`src/rtl/core/lgs_pkg.sv`:
```
`default_nettype none
// ----------------------------------------------------------------------------
// lgs_pkg
// Shared types and constants for the life generation stencil core.
// ----------------------------------------------------------------------------
package lgs_pkg;

    localparam int MAX_WIDTH    = 256;
    localparam int MAX_HEIGHT   = 1024;
    localparam int LINE_ADDR_W  = $clog2(MAX_WIDTH);
    localparam int WIDTH_W      = 9;
    localparam int HEIGHT_W     = 11;
    localparam int COUNT_W      = 19;
    localparam int CFG_DATA_W   = 11;

    typedef enum logic [0:0] {
        REG_GRID_WIDTH  = 1'b0,
        REG_GRID_HEIGHT = 1'b1
    } cfg_reg_t;

    typedef struct packed {
        logic req_type;
        logic cell_alive;
    } in_item_t;

    typedef struct packed {
        logic               next_alive;
        logic               last_of_frame;
        logic [COUNT_W-1:0] live_count;
    } out_item_t;

    // edge and emit flags that travel with a cell down the pipeline
    typedef struct packed {
        logic emit;
        logic last;
        logic top;
        logic bottom;
        logic left;
        logic right;
    } win_flags_t;

endpackage : lgs_pkg
`default_nettype wire

```
`src/rtl/core/life_generation_stencil_core.sv`:
```
`default_nettype none
// ----------------------------------------------------------------------------
// life_generation_stencil_core
// One B3/S23 generation over a raster cell stream, using a two-row line
// store RAM and a 3x3 sliding window.
// Throughput: one item per cycle while the output is not stalled; the line
//   store RAM is read and written once per item, with forwarding when
//   consecutive items share an address. The item completing a cell's window
//   (W+1 items after it) passes stage 1, stage 2 and the output register.
// Reset: position, window, live count and pipeline valids clear; the line
//   store is not cleared (rows outside the grid are masked).
// ----------------------------------------------------------------------------
module life_generation_stencil_core (
    input  wire logic                            clk,
    input  wire logic                            rst_n,
    input  wire logic                            cfg_valid,
    output logic                                 cfg_ready,
    input  wire lgs_pkg::cfg_reg_t               cfg_index,
    input  wire logic [lgs_pkg::CFG_DATA_W-1:0]  cfg_data,
    input  wire logic                            in_valid,
    output logic                                 in_stall,
    input  wire lgs_pkg::in_item_t               in_data,
    output logic                                 out_valid,
    input  wire logic                            out_stall,
    output lgs_pkg::out_item_t                   out_data
);
    import lgs_pkg::*;

    localparam logic [8:0] MASK_TOP    = 9'h049;
    localparam logic [8:0] MASK_BOTTOM = 9'h124;
    localparam logic [8:0] MASK_LEFT   = 9'h007;
    localparam logic [8:0] MASK_RIGHT  = 9'h1C0;
    localparam logic [8:0] BIT_CENTRE  = 9'h010;
    localparam logic [COUNT_W-1:0] COUNT_MAX = '1;
    localparam logic [WIDTH_W-1:0]  W_MAX  = WIDTH_W'(MAX_WIDTH);
    localparam logic [HEIGHT_W-1:0] H_MAX  = HEIGHT_W'(MAX_HEIGHT);

    // configuration
    logic [WIDTH_W-1:0]  w_reg;
    logic [HEIGHT_W-1:0] h_reg;
    logic [WIDTH_W-1:0]  w_cfg;
    logic [HEIGHT_W-1:0] h_cfg;

    // position of the next arriving item
    logic [LINE_ADDR_W-1:0] col_reg, col_next;
    logic [HEIGHT_W-1:0]    row_reg, row_next;

    // stage 1: line store read in flight
    logic                   s1_valid_reg;
    win_flags_t             s1_flags_reg;
    logic                   s1_v_reg;
    logic [LINE_ADDR_W-1:0] s1_addr_reg;
    logic                   s1_fwd_reg;
    logic [1:0]             s1_fwd_data_reg;

    // stage 2: window evaluation
    logic                   s2_valid_reg;
    win_flags_t             s2_flags_reg;
    logic [8:0]             window_reg, window_next;
    logic [COUNT_W-1:0]     alive_total_reg;

    logic                   out_valid_reg;
    out_item_t              out_data_reg;

    // handshake
    logic accept, out_ready, s2_free, s1_adv, s2_adv;

    // stage A
    logic [WIDTH_W:0]        a_c;
    logic [HEIGHT_W:0]       a_r;
    logic [WIDTH_W:0]        a_c1;
    logic [HEIGHT_W:0]       a_r1;
    logic [HEIGHT_W:0]       a_crow;
    logic [WIDTH_W:0]        a_ccol;
    logic                    a_v;
    win_flags_t              a_flags;
    logic                    a_hit;

    // stage 1 comb
    logic [1:0] ram_rd_data, line_eff, ram_wr_data;
    logic [2:0] s1_col;

    // stage 2 comb
    logic [8:0]         win_masked;
    logic [3:0]         nbr_count;
    logic               s2_alive;
    logic [COUNT_W-1:0] count_new;

    assign cfg_ready = 1'b1;

    always_comb
    begin
        if (cfg_data[WIDTH_W-1:0] < WIDTH_W'(3))
            w_cfg = WIDTH_W'(3);
        else if (cfg_data[WIDTH_W-1:0] > W_MAX)
            w_cfg = W_MAX;
        else
            w_cfg = cfg_data[WIDTH_W-1:0];

        if (cfg_data[HEIGHT_W-1:0] < HEIGHT_W'(3))
            h_cfg = HEIGHT_W'(3);
        else if (cfg_data[HEIGHT_W-1:0] > H_MAX)
            h_cfg = H_MAX;
        else
            h_cfg = cfg_data[HEIGHT_W-1:0];
    end

    always_ff @(posedge clk or negedge rst_n)
    begin
        if (!rst_n)
        begin
            w_reg <= WIDTH_W'(200);
            h_reg <= HEIGHT_W'(50);
        end
        else if (cfg_valid && cfg_ready)
        begin
            unique case (cfg_index)
                REG_GRID_WIDTH:  w_reg <= w_cfg;
                REG_GRID_HEIGHT: h_reg <= h_cfg;
                default: ;
            endcase
        end
    end

    // handshake and pipeline advance
    assign out_ready = !out_valid_reg || !out_stall;
    assign s2_free   = !s2_valid_reg || !s2_flags_reg.emit || out_ready;
    assign s2_adv    = s2_valid_reg && s2_free;
    assign s1_adv    = s1_valid_reg && s2_free;
    assign in_stall  = s1_valid_reg && !s2_free;
    assign accept    = in_valid && !in_stall;

    // stage A: position, emit decision and edge flags
    always_comb
    begin
        a_c  = {2'b00, col_reg};
        a_r  = {1'b0, row_reg};
        if (a_c >= {1'b0, w_reg})
        begin
            a_c = '0;
            a_r = a_r + 1'b1;
        end
        if (a_r > {1'b0, h_reg} + 1'b1)
        begin
            a_r = {1'b0, h_reg} + 1'b1;
            a_c = '0;
        end

        a_v = (a_r < {1'b0, h_reg}) && !in_data.req_type && in_data.cell_alive;

        if (a_c != '0)
        begin
            a_flags.emit = (a_r >= 1) && ((a_r - 1'b1) < {1'b0, h_reg});
            a_crow       = a_r - 1'b1;
            a_ccol       = a_c - 1'b1;
        end
        else
        begin
            a_flags.emit = (a_r >= 2) && ((a_r - 2'd2) < {1'b0, h_reg});
            a_crow       = a_r - 2'd2;
            a_ccol       = {1'b0, w_reg} - 1'b1;
        end
        a_flags.top    = (a_crow == '0);
        a_flags.bottom = (a_crow == {1'b0, h_reg} - 1'b1);
        a_flags.left   = (a_ccol == '0);
        a_flags.right  = (a_ccol == {1'b0, w_reg} - 1'b1);
        a_flags.last   = a_flags.emit && a_flags.bottom && a_flags.right;

        a_c1 = a_c + 1'b1;
        a_r1 = a_r;
        if (a_c1 >= {1'b0, w_reg})
        begin
            a_c1 = '0;
            a_r1 = a_r + 1'b1;
        end
        if (a_flags.last)
        begin
            col_next = '0;
            row_next = '0;
        end
        else
        begin
            col_next = a_c1[LINE_ADDR_W-1:0];
            row_next = a_r1[HEIGHT_W-1:0];
        end

        // previous item writes the same entry on this edge
        a_hit = s1_valid_reg && (s1_addr_reg == a_c[LINE_ADDR_W-1:0]);
    end

    // line store: bit 0 = row r-2, bit 1 = row r-1
    lgs_ram #(
        .WIDTH (2),
        .DEPTH (MAX_WIDTH)
    ) u_line_ram (
        .clk     (clk),
        .wr_en   (s1_adv),
        .wr_addr (s1_addr_reg),
        .wr_data (ram_wr_data),
        .rd_en   (accept),
        .rd_addr (a_c[LINE_ADDR_W-1:0]),
        .rd_data (ram_rd_data)
    );

    assign line_eff    = s1_fwd_reg ? s1_fwd_data_reg : ram_rd_data;
    assign ram_wr_data = {s1_v_reg, line_eff[1]};
    assign s1_col      = {s1_v_reg, line_eff[1], line_eff[0]};
    assign window_next = {s1_col, window_reg[8:3]};

    // stage 2: rule evaluation
    always_comb
    begin
        win_masked = window_reg;
        if (s2_flags_reg.top)    win_masked = win_masked & ~MASK_TOP;
        if (s2_flags_reg.bottom) win_masked = win_masked & ~MASK_BOTTOM;
        if (s2_flags_reg.left)   win_masked = win_masked & ~MASK_LEFT;
        if (s2_flags_reg.right)  win_masked = win_masked & ~MASK_RIGHT;

        nbr_count = '0;
        for (int i = 0; i < 9; i++)
        begin
            if (i != 4)
                nbr_count = nbr_count + {3'b000, win_masked[i]};
        end
        s2_alive = (nbr_count == 4'd3) ||
                   (((win_masked & BIT_CENTRE) != '0) && (nbr_count == 4'd2));

        count_new = alive_total_reg;
        if (s2_alive && (alive_total_reg != COUNT_MAX))
            count_new = alive_total_reg + 1'b1;
    end

    always_ff @(posedge clk or negedge rst_n)
    begin
        if (!rst_n)
        begin
            col_reg         <= '0;
            row_reg         <= '0;
            s1_valid_reg    <= 1'b0;
            s1_fwd_reg      <= 1'b0;
            s2_valid_reg    <= 1'b0;
            window_reg      <= '0;
            alive_total_reg <= '0;
            out_valid_reg   <= 1'b0;
        end
        else
        begin
            if (accept)
            begin
                col_reg         <= col_next;
                row_reg         <= row_next;
                s1_valid_reg    <= 1'b1;
                s1_fwd_reg      <= a_hit;
            end
            else if (s1_adv)
            begin
                s1_valid_reg    <= 1'b0;
            end

            if (s1_adv)
            begin
                window_reg   <= window_next;
                s2_valid_reg <= 1'b1;
            end
            else if (s2_adv)
            begin
                s2_valid_reg <= 1'b0;
            end

            if (s2_adv && s2_flags_reg.emit)
            begin
                alive_total_reg <= s2_flags_reg.last ? '0 : count_new;
            end

            if (out_ready)
            begin
                out_valid_reg <= s2_valid_reg && s2_flags_reg.emit;
            end
        end
    end

    // payload registers
    always_ff @(posedge clk)
    begin
        if (accept)
        begin
            s1_flags_reg    <= a_flags;
            s1_v_reg        <= a_v;
            s1_addr_reg     <= a_c[LINE_ADDR_W-1:0];
            s1_fwd_data_reg <= ram_wr_data;
        end
        if (s1_adv)
        begin
            s2_flags_reg <= s1_flags_reg;
        end
        if (s2_adv && s2_flags_reg.emit)
        begin
            out_data_reg.next_alive    <= s2_alive;
            out_data_reg.last_of_frame <= s2_flags_reg.last;
            out_data_reg.live_count    <= count_new;
        end
    end

    assign out_valid = out_valid_reg;
    assign out_data  = out_data_reg;

    a_empty_no_stall: assert property (@(posedge clk) disable iff (!rst_n)
        !s1_valid_reg |-> !in_stall)
        else $error("input stalled with empty pipeline");

    a_fwd_addr: assert property (@(posedge clk) disable iff (!rst_n)
        (s1_valid_reg && s1_fwd_reg) |-> (s1_addr_reg == $past(s1_addr_reg)))
        else $error("forwarded line data for a different address");

    a_frame_count_clear: assert property (@(posedge clk) disable iff (!rst_n)
        (s2_adv && s2_flags_reg.emit && s2_flags_reg.last) |=> (alive_total_reg == '0))
        else $error("live count not cleared at end of frame");

endmodule : life_generation_stencil_core
`default_nettype wire

```
`src/rtl/core/lgs_ram.sv`:
```
`default_nettype none
// ----------------------------------------------------------------------------
// lgs_ram
// Generic simple dual-port RAM, one write port, one registered read port.
// ----------------------------------------------------------------------------
module lgs_ram #(
    parameter int WIDTH = 1,
    parameter int DEPTH = 256
) (
    input  wire logic                     clk,
    input  wire logic                     wr_en,
    input  wire logic [$clog2(DEPTH)-1:0] wr_addr,
    input  wire logic [WIDTH-1:0]         wr_data,
    input  wire logic                     rd_en,
    input  wire logic [$clog2(DEPTH)-1:0] rd_addr,
    output logic      [WIDTH-1:0]         rd_data
);

    logic [WIDTH-1:0] mem [DEPTH];

    always_ff @(posedge clk)
    begin
        if (wr_en)
        begin
            mem[wr_addr] <= wr_data;
        end
        if (rd_en)
        begin
            rd_data <= mem[rd_addr];
        end
    end

endmodule : lgs_ram
`default_nettype wire

```
`config.mk`:
```
export PLATFORM = sky130hd
export DESIGN_NAME = life_generation_stencil_core
export DESIGN_NICKNAME = d
export VERILOG_FILES = /design/src/rtl/core/lgs_pkg.sv /design/src/rtl/core/life_generation_stencil_core.sv /design/src/rtl/core/lgs_ram.sv
export SDC_FILE = /design/constraint.sdc
export NUM_CORES = 1
export LEC_CHECK = 0
export BUFFER_PORTS_ARGS = -buffer_cell sky130_fd_sc_hd__buf_2
export CAP_MARGIN = 30
export CELL_PAD_IN_SITES_DETAIL_PLACEMENT = 1
export CELL_PAD_IN_SITES_GLOBAL_PLACEMENT = 2
export CORE_UTILIZATION = 30
export CTS_CLUSTER_SIZE = 16
export DETAILED_ROUTE_END_ITERATION = 7
export PLACE_DENSITY = 0.68
export SYNTH_ARGS = -nofsm -noshare
export SYNTH_HDL_FRONTEND = slang
export SYNTH_HIERARCHICAL = 1
export SYNTH_SLANG_ARGS = --single-unit
export TNS_END_PERCENT = 30
```
`constraint.sdc`:
```
create_clock -name clk -period 18.9 [get_ports clk]
set_clock_uncertainty 0.2 [all_clocks]
set_input_delay 3.78 -clock clk [delete_from_list [all_inputs] [get_ports clk]]
set_output_delay 3.78 -clock clk [all_outputs]
set_load 0.02 [all_outputs]
```
[Word level (Yosys, flattened, before mapping)]
Memory sizes are Yosys's and may differ from the RTL's. A register that Yosys moved wholly into a read port is not among the register bits.
Cells that the tools add are included.
Widths: inputs -> output; s select.
Operators by class
  add/subtract/negate cells: 17
  magnitude comparators: 12
  eq/ne operators: 6
  muxes and demuxes: 28
  bitwise operators: 1
  reduce and logical (&&, ||, !) cells: 33
Operators by type and width (count)
  $mux 11: 4
  $mux 19: 2
  $lt 12x11->1: 3
  $mux 12: 3
  $mux 9: 4
  $add 11x1->12 const B: 2
  $mux 8: 3
  $mux 10: 2
  $add 19x1->19 const B: 1
  $ne 19x19->1 const B: 1
  $add 4x1->4: 4
  $logic_and 1x1->1: 15
  $eq 12x12->1: 1
  $ge 12x1->1 const B: 1
  $ge 12x2->1 const B: 1
  $gt 12x12->1: 1
  $logic_not 12->1: 1
  $sub 11x1->12 const B: 1
  $sub 12x1->12 const B: 1
  $sub 12x2->12 const B: 1
  $add 11x1->11 const B: 1
  $gt 11x11->1 const B: 1
  $lt 11x2->1 const B: 1
  $add 10x1->10 const B: 1
  other kinds (23): 41
Word-level totals
  register bits after elaboration: 115
  memory bits (writable): 512
  input port bits: 19
  memories: 1
Memories
  u_line_ram.mem: words 256, bits a word 2, read ports 1, clocked after memory_dff 1, wr ports 1, RTL line lgs_ram.sv:19  | logic [WIDTH-1:0] mem [DEPTH];

[Longest topological paths before layout]
Gate-level depths: netlist of run 1.
  word-level depth: 17
  depth in mapped cells: 39

[By module]
The synthesis of run 1 kept the hierarchy.
Modules (own cells, without submodules)
  lgs_ram: instances 1, cells an instance 1242, area an instance 21401.8 um2, seq. area each 15434.8 um2
  life_generation_stencil_core: instances 1, cells an instance 1062, area an instance 9675.5 um2, seq. area each 3105.5 um2

[Worst setup path before layout of run 1]
OpenSTA, ideal clock, no wires.
  kind: input port to output port
  start: input out_stall
  end: output in_stall
  data arrival time: 4.164 ns
  data required time: 14.920 ns
  slack: 10.756 ns
  stages: 4
  path buffers: 0
  path through: nand2_1 -> nor2_1 -> nand2_1 -> inv_1
Between the ends
  word-level cells in the longest chain between the ends: 5
Ends and longest elaborated chain
  start, declared: RTL line life_generation_stencil_core.sv:24  | input wire logic out_stall,
  $logic_not 1->1: RTL line life_generation_stencil_core.sv:126  | assign out_ready = !out_valid_reg || !out_stall;
  $logic_or 1x1->1: RTL line life_generation_stencil_core.sv:126
  $logic_or 1x1->1: RTL line life_generation_stencil_core.sv:127  | assign s2_free = !s2_valid_reg || !s2_flags_reg.emit || out_ready;
  $logic_not 1->1: RTL line life_generation_stencil_core.sv:130  | assign in_stall = s1_valid_reg && !s2_free;
  $logic_and 1x1->1: RTL line life_generation_stencil_core.sv:130
  end, declared: RTL line life_generation_stencil_core.sv:21  | output logic in_stall,
No other way between the ends.

[Worst setup path after layout of run 1]
  start: register w_reg[7]
  end: register row_reg[7]
RTL lines
  start, declared: RTL line life_generation_stencil_core.sv:39  | logic [WIDTH_W-1:0] w_reg;
  start signal, assigned: RTL line life_generation_stencil_core.sv:118  | REG_GRID_WIDTH: w_reg <= w_cfg;
  $ge 8x9->1 *: RTL line life_generation_stencil_core.sv:138  | if (a_c >= {1'b0, w_reg})
  $mux 12: RTL line life_generation_stencil_core.sv:138
  $gt 12x12->1: RTL line life_generation_stencil_core.sv:143  | if (a_r > {1'b0, h_reg} + 1'b1)
  $mux 10 *: RTL line life_generation_stencil_core.sv:143
  via a_c[0]: RTL line life_generation_stencil_core.sv:69  | logic [WIDTH_W:0] a_c;
  branches (longest 5 deep; another with $add 10x1->10)
  $mux 11 *: RTL line life_generation_stencil_core.sv:176  | if (a_flags.last)
  end signal, assigned: RTL line life_generation_stencil_core.sv:251  | row_reg <= row_next;
  end, declared: RTL line life_generation_stencil_core.sv:46  | logic [HEIGHT_W-1:0] row_reg, row_next;
Mark *: on every way through the listed nets, which the timed path passes.
A chain may end at the register's enable or synchronous reset.

==> metrics.csv, run 1 <==
stage,metric,value,unit
setup_path,worstPathBufferInverterCount,3,
pwr,sw_frac_of_total,39.1,%
synthesis,synth_ff_type,edfxtp_1,
global_route,gr-total-overflow,0,
pwr,net-switching-power,0.00232,W
clocking,cts_root_buf,clkbuf_16,
sta,finalHoldViolCount,0,
setup_path,crit_path_frequent_cell,a21o_1,
pwr,p_int,0.00361,W
synthesis,synthCells,2304,
pwr,combPwrFrac,45.3,%
detailed_routing,avgRoutedWirePerCell,23.5,um
final_layout,layout_commonest_cell,edfxtp_1,
sta,grt_setup_unrepaired,no,
detailed_routing,ant_nets,0,
worst_hold_path,min_from,s1_flags_reg[3]$_DFFE_PP_,
status,status,finished with violations,
clocking,cts_buffer_depth,3,
clocking,path_clk_slew,0.06,ns
pwr,seqPwrFrac,30.5,%
clocking,ctsHoldBuffers,0,
clocking,tritoncts,yes,
worst_hold_path,hold_class,reg -> reg,
synthesis,yosys_warnings,6,
sta,whs,0.219,ns
synthesis,avgSynthCellArea,13.5,um^2
global_route,grtUsageTotal,16.8,%
clocking,cts.sinks,629,
global_route,use_met2,28.1,%
status,violations,slew limit,
global_route,antenna_found_initial,1,
detailed_routing,drcViolationCount,0,
synthesis,yosysSeqAreaShare,59.7,%
final_layout,drive_gt1_share,15.5,%
clocking,cts.repair.resized,0,
placement,port_buffers,41,
sta,slew_headroom,-15.6,%
global_route,grt_pass1_vias,20710,
synthesis,synth-seq-cells,629,
setup_path,timing.rr.end,row_reg[7]$_DFFE_PN0P_,
setup_path,crit_arrival,9.06,ns
pwr,peakVddDrop,0.000130,V
sta,period_minus_slack,8.72,ns
global_route,grtUsageMet3,2.45,%
setup_path,crit_fanout,77,
sta,slew_violations,124,
synthesis,syn-cell-area,0.0311,mm^2
setup_path,r2r_slack,10.18,ns
global_route,grt_pass1_wl,132000,um
clocking,postCtsSetupBuffers,0,
clocking,clk_latency,0.63,ns
setup_path,start_kind,flop,
final_layout,utilization,34.2,%
global_route,use_met1,22.8,%
floorplan,initial_core_util,30.4,%
sta,fin_crit_sh,46.1,%
detailed_routing,totalWireLength,88000,um
placement,dp_hpwl,58000,um
setup_path,critPathKind,reg -> reg,
pwr,clkPwrFrac,24.2,%
setup_path,cp_slowest_cell,buf_4,
setup_path,max_stage_delay,0.84,ns
clocking,htree_num_levels,3,
sta,finalSetupViolations,0,
pwr,power.density,170,mW/mm^2
detailed_routing,drt-pass1-iter-count,5,
final_layout,nets,2416,
floorplan,fp.coreArea,0.102,mm^2
floorplan,dieArea,0.105,mm^2
synthesis,synth-edff-count,558,
setup_path,setup.worst_path.end_class,flop,
sta,fmax,115,MHz
worst_hold_path,whs_endpoint,s2_flags_reg[3]$_DFFE_PP_,
job,maxCapViolations,0,
worst_hold_path,min_delay_path_depth,0,
floorplan,die_x,324,um
final_layout,syn_to_final_growth,12.4,%
detailed_routing,drtIter0Drc,1478,
floorplan,row_count,117,
final_layout,fin_area,0.0349,mm^2
detailed_routing,vias_per_cell,5.28,
placement,placed_area,0.0325,mm^2
floorplan,die_h,324,um
global_route,grt.busiest_layer,met2,
synthesis,synth_cell_type_count,109,
pwr,p_leak,11.5,nW
setup_path,cp_top_family,compound AO/OA/AOI/OAI gates,
final_layout,largest_register_ffs,512,
sta,worstMarginPinSlew,1.73,ns
synthesis,syn_nets,2403,
placement,pre_cts_slack,10.04,ns
final_layout,num-fill-cells,10808,
synthesis,async_flop_share,11.3,%
sta,fin_setup_tns,0,ns
clocking,cts-buffers-inserted,73,
setup_path,critical_path_required,19.25,ns
placement,routabilityCongestion,0.881,
detailed_routing,vias,19780,
global_route,grt_max_degree,258,
sta,setup_ws,10.18,ns
final_layout,most-common-layout-cells,"edfxtp_1, nor2_1, nand2_1",
final_layout,diodes,0,
setup_path,worstReg2RegStart,w_reg[7]$_DFFE_PN1P_,
floorplan,ios,43,
setup_path,worstRegToRegCells,28,
## how the worst max path moves through the flow
stage	slack, ns	start	depth (start not counted)	endpoint
global route	9.50	w_reg[7]$_DFFE_PN1P_	28	row_reg[7]$_DFFE_PN0P_
detailed placement	10.04	w_reg[7]$_DFFE_PN1P_	28	row_reg[7]$_DFFE_PN0P_
finish	10.18	w_reg[7]$_DFFE_PN1P_	28	row_reg[7]$_DFFE_PN0P_
CTS	9.99	w_reg[7]$_DFFE_PN1P_	28	row_reg[7]$_DFFE_PN0P_
global placement	10.23	w_reg[7]$_DFFE_PN1P_	28	row_reg[7]$_DFFE_PN0P_
floorplan	10.76	out_stall	4	in_stall
## cell families (layout without fill, tap and decap cells)
| family | after synthesis | count (layout) | share of synthesized area (%) |
|---|---|---|---|
| buffers and inverters | 202 | 273 | 3.56 |
| XOR/XNOR | 109 | 109 | 3.14 |
| multiplexers | 188 | 188 | 10.5 |
| AO/OA/AOI/OAI | 364 | 364 | 9.12 |
| flip-flops | 629 | 629 | 59.7 |
| adder cells (fa/ha/maj) | 80 | 80 | 3.32 |
| other | 1 | 1 | 0.0121 |
| AND/OR/NAND/NOR | 731 | 731 | 10.7 |
## power groups by stage
stage          clock (W)  combinational [W]  sequential [W]
2_1_floorplan          0            0.00201         0.00185
3_3_place_gp           0            0.00265         0.00183
3_5_place_dp           0            0.00268         0.00183
4_1_cts          0.00147            0.00270         0.00180
5_1_grt          0.00152            0.00292         0.00181
6_report         0.00144            0.00269         0.00181
## metal layers
layer,wire [um],up-vias
met3,3970,103
met5,0,-
met1,39700,10408
li1,-,8833
met2,42900,436
met4,1460,0
## area by class of cell
| type | count | area [um^2] | share of cell area [%] |
|---|---|---|---|
| tap | 1368 | 1710 | 4.90 |
| inverter | 62 | 240 | 0.688 |
| clock inverter | 40 | 457 | 1.31 |
| timing repair buffer | 78 | 542 | 1.55 |
| clock buffer | 93 | 1970 | 5.65 |
| multi-input combinational | 1473 | 11500 | 32.8 |
| sequential | 629 | 18500 | 53.1 |
## metrics by stage
| stage | std cells | total power [W] |
|---|---|---|
| global route | 3743 | 0.00625 |
| floorplan | 2304 | 0.00386 |
| detailed placement | 3608 | 0.00452 |
| CTS | 3741 | 0.00597 |
| global placement | 3607 | 0.00448 |
| finish | 3743 | 0.00593 |
## cell usage after synthesis (11+ instances only)
| cell | n | area, um^2 |
|---|---|---|
| inv_1 | 57 | 214 |
| mux2i_1 | 63 | 631 |
| nand3_1 | 71 | 355 |
| buf_2 | 25 | 125 |
| nor2_1 | 329 | 1230 |
| nor3_1 | 33 | 165 |
| a22o_1 | 25 | 219 |
| dfrtp_1 | 65 | 1630 |
| a21oi_1 | 48 | 240 |
| xor2_1 | 32 | 280 |
| a31oi_1 | 12 | 75.1 |
| and3_1 | 17 | 106 |
| mux2_2 | 22 | 248 |
| o21ai_1 | 12 | 60.1 |
| nor4_1 | 12 | 75.1 |
| or3_1 | 11 | 68.8 |
| and2_1 | 14 | 87.6 |
| o21ai_0 | 56 | 280 |
| nand2_1 | 144 | 541 |
| edfxtp_1 | 558 | 16800 |
| ha_1 | 76 | 951 |
| nand4_1 | 32 | 200 |
| mux4_2 | 82 | 1850 |
| nand2b_1 | 20 | 125 |
| o21a_1 | 11 | 82.6 |
| o221ai_1 | 20 | 175 |
| a211oi_1 | 17 | 128 |
| o21ai_2 | 13 | 114 |
| nor2b_1 | 18 | 113 |
| o31ai_1 | 16 | 120 |
| mux4_1 | 20 | 526 |
| a21o_1 | 11 | 82.6 |
| buf_6 | 16 | 180 |
| clkbuf_1 | 77 | 289 |
| xnor2_1 | 75 | 657 |
No activity file was read; power rests on OpenSTA's default activity.
==> run 2, diff against run 1 <==
ABC_AREA = 1   (was unset)
PLACE_DENSITY = 0.76   (was 0.68)
clock period = 7.6 ns   (was 18.9 ns; I/O delays follow)
==> metrics.csv, run 2 <==
stage,metric,value,unit
setup_path,max_stage_delay,0.55,ns
floorplan,die_x,328,um
worst_hold_path,hold_class,reg -> reg,
pwr,p_int,0.00864,W
detailed_routing,drcViolationCount,0,
clocking,cts.sinks,629,
clocking,path_clk_slew,0.06,ns
setup_path,worstReg2RegStart,w_reg[6]$_DFFE_PN1P_,
setup_path,cp_slowest_cell,dfstp_2,
setup_path,critical_path_required,7.92,ns
placement,post-place-cells,4720,
final_layout,diodes,0,
sta,grt_setup_unrepaired,no,
final_layout,syn_to_final_growth,12.1,%
setup_path,crit_path_start,w_reg[6]$_DFFE_PN1P_,
setup_path,crit_fanout,27,
synthesis,synth-seq-cells,629,
synthesis,synth_area_leaders,"edfxtp_1, nand2_1, nand3_1, dfrtp_1, nor2_1",
synthesis,synth_cell_type_count,50,
sta,worstMarginPinSlew,1.10,ns
sta,fin_crit_sh,88.8,%
floorplan,dieArea,0.108,mm^2
floorplan,die_h,328,um
sta,fin_setup_tns,0,ns
placement,dp_hpwl,62800,um
pwr,net-switching-power,0.00751,W
pwr,power.density,452,mW/mm^2
placement,port_buffers,41,
final_layout,final_cells,4857,
synthesis,avgSynthCellArea,9.33,um^2
final_layout,most-common-layout-cells,"nand2_1, nand3_1, edfxtp_1",
floorplan,row_count,119,
final_layout,drive_gt1_share,8.25,%
synthesis,synth-edff-count,558,
synthesis,synth_ff_type,edfxtp_1,
synthesis,syn-cell-area,0.0319,mm^2
global_route,grt_pass1_wl,151000,um
pwr,sw_frac_of_total,46.5,%
floorplan,fp.coreArea,0.105,mm^2
status,status,"complete, no violations",
clocking,cts_buffer_depth,3,
synthesis,syn_nets,3517,
sta,finalSetupViolations,0,
global_route,grtUsageTotal,18.4,%
clocking,cts_root_buf,clkbuf_16,
pwr,p_leak,13.9,nW
sta,finalHoldViolCount,0,
synthesis,yosysSeqAreaShare,58.1,%
placement,routabilityCongestion,0.812,
sta,period_minus_slack,6.75,ns
global_route,gr-total-overflow,0,
clocking,cts-buffers-inserted,75,
job,maxCapViolations,0,
final_layout,largest_register_ffs,512,
detailed_routing,totalWireLength,97900,um
global_route,grt_pass1_vias,25357,
pwr,peakVddDrop,0.000322,V
worst_hold_path,min_from,s1_flags_reg[5]$_DFFE_PP_,
floorplan,initial_core_util,30.3,%
detailed_routing,vias,24071,
setup_path,crit_path_frequent_cell,nand2_1,
clocking,ctsHoldBuffers,0,
synthesis,synthCells,3418,
setup_path,start_kind,flop,
final_layout,layout_commonest_cell,nand2_1,
setup_path,critPathKind,reg -> reg,
synthesis,synth_top_area_share,52.5,%
detailed_routing,vias_per_cell,4.96,
floorplan,ios,43,
clocking,cts.repair.resized,0,
synthesis,yosys_warnings,6,
pwr,combPwrFrac,50.3,%
detailed_routing,ant_nets,0,
final_layout,utilization,34.0,%
synthesis,yosysMostFrequentCell,nand2_1,
global_route,antenna_found_initial,0,
setup_path,setup.worst_path.end_class,flop,
detailed_routing,drt-pass1-iter-count,5,
global_route,grt_max_degree,241,
synthesis,async_flop_share,11.3,%
sta,fmax,148,MHz
detailed_routing,drtIter0Drc,1604,
synthesis,ys_top_cells_by_count,"nand2_1, nand3_1, edfxtp_1, nor2_1, inv_1",
pwr,seqPwrFrac,27.5,%
sta,slew_violations,0,
clocking,postCtsSetupBuffers,0,
setup_path,crit_arrival,7.07,ns
clocking,tritoncts,yes,
pwr,clkPwrFrac,22.2,%
detailed_routing,avgRoutedWirePerCell,20.2,um
clocking,htree_num_levels,3,
final_layout,nets,3506,
sta,slew_headroom,26.6,%
clocking,clk_latency,0.65,ns
synthesis,yosysTopAreaCell,edfxtp_1,
==> run 2: worst max-delay path, delay by kind of cell, from the launching register on <==
kind	cells	cell delay [ns]
and+or+nand+nor	22	2.79
adders and majority gates	4	1.07
AOI/OAI and AO/OA	7	1.04
buffers and inverters	9	0.97
DFF	1	0.55
==> run 2: power by group through the flow <==
stage	Clock (W)	Sequential (W)	Combinational (W)
global placement	0	0.00452	0.00806
CTS	0.00368	0.00444	0.00820
detailed placement	0	0.00451	0.00817
floorplan	0	0.00462	0.00594
finish	0.00359	0.00444	0.00813
global route	0.00379	0.00447	0.00918
==> run 2: final timing paths <==
path / to / slack (ns) / depth (start not counted)
setup / recovery: row_reg[8]$_DFFE_PN0P_ / 0.85 / 42
min in group asynchronous: h_reg[0]$_DFFE_PN0P_ / 0.53 / 1
hold / removal: s2_flags_reg[5]$_DFFE_PP_ / 0.22 / 0
max in group asynchronous: row_reg[5]$_DFFE_PN0P_ / 5.53 / 2
setup reg to reg: row_reg[8]$_DFFE_PN0P_ / 0.85 / 42
hold reg to reg: s2_flags_reg[5]$_DFFE_PP_ / 0.22 / 0
==> run 2: layout make-up <==
type,count,area (um^2)
fillers,12131,69500
flip-flops and latches,629,18500
multi-input cells,2374,11400
clock buffers,95,2010
well taps,1391,1740
inverters,243,937
repair buffers,84,663
clock inverters,41,429
==> run 2: cells by family (layout without fill, tap and decap cells) <==
group	after synthesis	count (layout)	synth area share, %
adders and majority gates	80	80	3.23
AOI/OAI and AO/OA	127	127	2.37
and+or+nand+nor	2111	2111	28.5
buffers and inverters	415	463	6.19
other	1	1	0.0118
xor gates and xnor gates	55	55	1.51
DFF	629	629	58.1
==> run 2: metrics by stage <==
step	setup slack [ns]	hold WS [ns]	total power, W	instance area, um^2
2_1_floorplan	2.03	0.200	0.0106	31900
6_report	0.849	0.215	0.0162	35800
3_3_place_gp	0.541	0.201	0.0126	33100
3_5_place_dp	0.386	0.206	0.0127	33300
4_1_cts	0.365	0.213	0.0163	35700
5_1_grt	0.0810	0.231	0.0174	35800
==> run 2: routing by layer <==
metal / global-route usage (%) / vias to the layer above / routed length [um]
met5: 0 / - / 0
met1: 23.4 / 12022 / 42800
li1: - / 11504 / -
met3: 2.39 / 157 / 3410
met2: 31.8 / 388 / 48500
met4: 6.50 / 0 / 3190
==> run 3, diff against run 2 <==
HOLD_SLACK_MARGIN = 0.05   (was unset)
PLACE_DENSITY = 0.74   (was 0.76)
clock period = 6.5 ns   (was 7.6 ns; I/O delays follow)
==> metrics.csv, run 3 (synthesis gave the netlist of run 2 again) <==
stage,metric,value,unit
status,status,"complete, no violations",
final_layout,layout_commonest_cell,nand2_1,
global_route,antenna_found_initial,1,
final_layout,syn_to_final_growth,13.5,%
setup_path,cp_top_family,simple AND/OR/NAND/NOR gates,
sta,fin_setup_tns,0,ns
setup_path,max_stage_delay,0.56,ns
placement,routabilityCongestion,0.833,
global_route,grtUsageTotal,18.0,%
setup_path,crit_path_frequent_cell,nand2_1,
clocking,cts_buffer_depth,3,
sta,worstMarginPinSlew,0.989,ns
detailed_routing,vias_per_cell,4.89,
final_layout,most-common-layout-cells,"nand2_1, nand3_1, edfxtp_1",
final_layout,largest_register_ffs,512,
setup_path,critical_path_depth,42,
job,maxCapViolations,0,
detailed_routing,drt-pass1-iter-count,5,
detailed_routing,totalWireLength,96700,um
sta,slew_headroom,33.9,%
setup_path,r2r_slack,0.41,ns
clocking,tritoncts,yes,
floorplan,dieArea,0.108,mm^2
sta,slew_violations,0,
final_layout,utilization,34.4,%
detailed_routing,drcViolationCount,0,
setup_path,start_kind,flop,
setup_path,crit_arrival,6.40,ns
sta,finalSetupViolations,0,
floorplan,die_x,328,um
setup_path,worstRegToRegCells,42,
final_layout,num-fill-cells,12046,
final_layout,seqCellArea,0.0185,mm^2
setup_path,timing.rr.end,row_reg[0]$_DFFE_PN0P_,
pwr,peakVddDrop,0.000501,V
final_layout,multiInputGateArea,0.0115,mm^2
clocking,cts-buffers-inserted,72,
global_route,grt_pass1_wl,149000,um
clocking,cts.sinks,629,
setup_path,worstReg2RegStart,w_reg[6]$_DFFE_PN1P_,
setup_path,cp_slowest_cell,dfstp_2,
sta,setup_ws,0.409,ns
global_route,grt_max_degree,211,
sta,period_minus_slack,6.09,ns
sta,whs,0.223,ns
global_route,gr-total-overflow,0,
setup_path,crit_fanout,20,
sta,finalHoldViolCount,0,
global_route,grt_pass1_vias,24904,
final_layout,drive_gt1_share,9.67,%
pwr,power,0.0192,W
pwr,p_leak,14.1,nW
final_layout,diodes,0,
detailed_routing,drtIter0Drc,1480,
sta,fin_crit_sh,93.7,%
floorplan,row_count,119,
placement,dp_hpwl,61500,um
detailed_routing,vias,23910,
clocking,path_clk_slew,0.06,ns
setup_path,critical_path_required,6.81,ns
floorplan,fp.coreArea,0.105,mm^2
clocking,htree_num_levels,3,
placement,port_buffers,41,
floorplan,ios,43,
clocking,cts_root_buf,clkbuf_16,
floorplan,initial_core_util,30.3,%
clocking,clk_latency,0.63,ns
detailed_routing,ant_nets,0,
sta,fmax,164,MHz
floorplan,die_h,328,um
setup_path,worstPathBufferInverterCount,7,
final_layout,nets,3541,
placement,pre_cts_slack,0.0385,ns
setup_path,crit_path_start,w_reg[6]$_DFFE_PN1P_,
worst_hold_path,hold_class,reg -> reg,
setup_path,crit_path_end,row_reg[0]$_DFFE_PN0P_,
detailed_routing,avgRoutedWirePerCell,19.8,um
pwr,power.density,530,mW/mm^2
setup_path,critPathKind,reg -> reg,
setup_path,setup.worst_path.end_class,flop,
-- run 3: cell count changes in the layout (fill, tap and decap cells not counted), moves of 4 or more --
cell      change
buf_12        +6
buf_16        +4
buf_4        +26
clkinv_1      -7
nand2_1       -4
nor2_1        -5
nor2_2        +4
-- run 3: routing by layer --
metal	GRT usage, %	vias up	routed length, um	share of wire, %
met1	24.0	11924	44700	46
li1	-	11578	-	-
met4	4.79	0	2000	2.1
met2	30.9	295	47200	49
met5	0	-	0	0
met3	1.89	113	2760	2.9
-- run 3: cell type report --
class	instances	area share [%]
flip-flops and latches	629	51.2
multi-input cells	2375	31.8
clock buffers	88	5.26
repair buffers	121	3.04
inverters	243	2.58
clock inverters	40	1.32
well taps	1391	4.81
-- run 3: repair_timing --
action | 4_1_cts | 5_1_grt
hold buffers | 0 | 0
setup endpoints to repair | 0 | 23
setup buffers | 0 | 15
gates resized for setup | 0 | 25
-- run 3: per-stage QoR --
step / std cells / instance area [um^2]
2_1_floorplan: 3418 / 31900
3_3_place_gp: 4732 / 33300
3_5_place_dp: 4741 / 33500
4_1_cts: 4869 / 35900
5_1_grt: 4887 / 36200
6_report: 4887 / 36200
-- run 3: worst min path at each step --
stage | to | from | cells after the start | slack [ns]
floorplan | s2_flags_reg[0]$_DFFE_PP_ | s1_flags_reg[0]$_DFFE_PP_ | 0 | 0.20
global placement | s2_flags_reg[1]$_DFFE_PP_ | s1_flags_reg[1]$_DFFE_PP_ | 0 | 0.20
detailed placement | s2_flags_reg[2]$_DFFE_PP_ | s1_flags_reg[2]$_DFFE_PP_ | 0 | 0.21
CTS | s2_flags_reg[2]$_DFFE_PP_ | s1_flags_reg[2]$_DFFE_PP_ | 0 | 0.23
global route | s2_flags_reg[3]$_DFFE_PP_ | s1_flags_reg[3]$_DFFE_PP_ | 0 | 0.23
finish | s2_flags_reg[2]$_DFFE_PP_ | s1_flags_reg[2]$_DFFE_PP_ | 0 | 0.22
-- run 3: report_power, final --
group	leakage [nW]	internal, W	total [W]	switching [W]
clock network	1.16	0.00245	0.00415	0.00169
registers	5.99	0.00502	0.00518	0.000161
logic	6.98	0.00285	0.00984	0.00699
total	14.1	0.0103	0.0192	0.00884
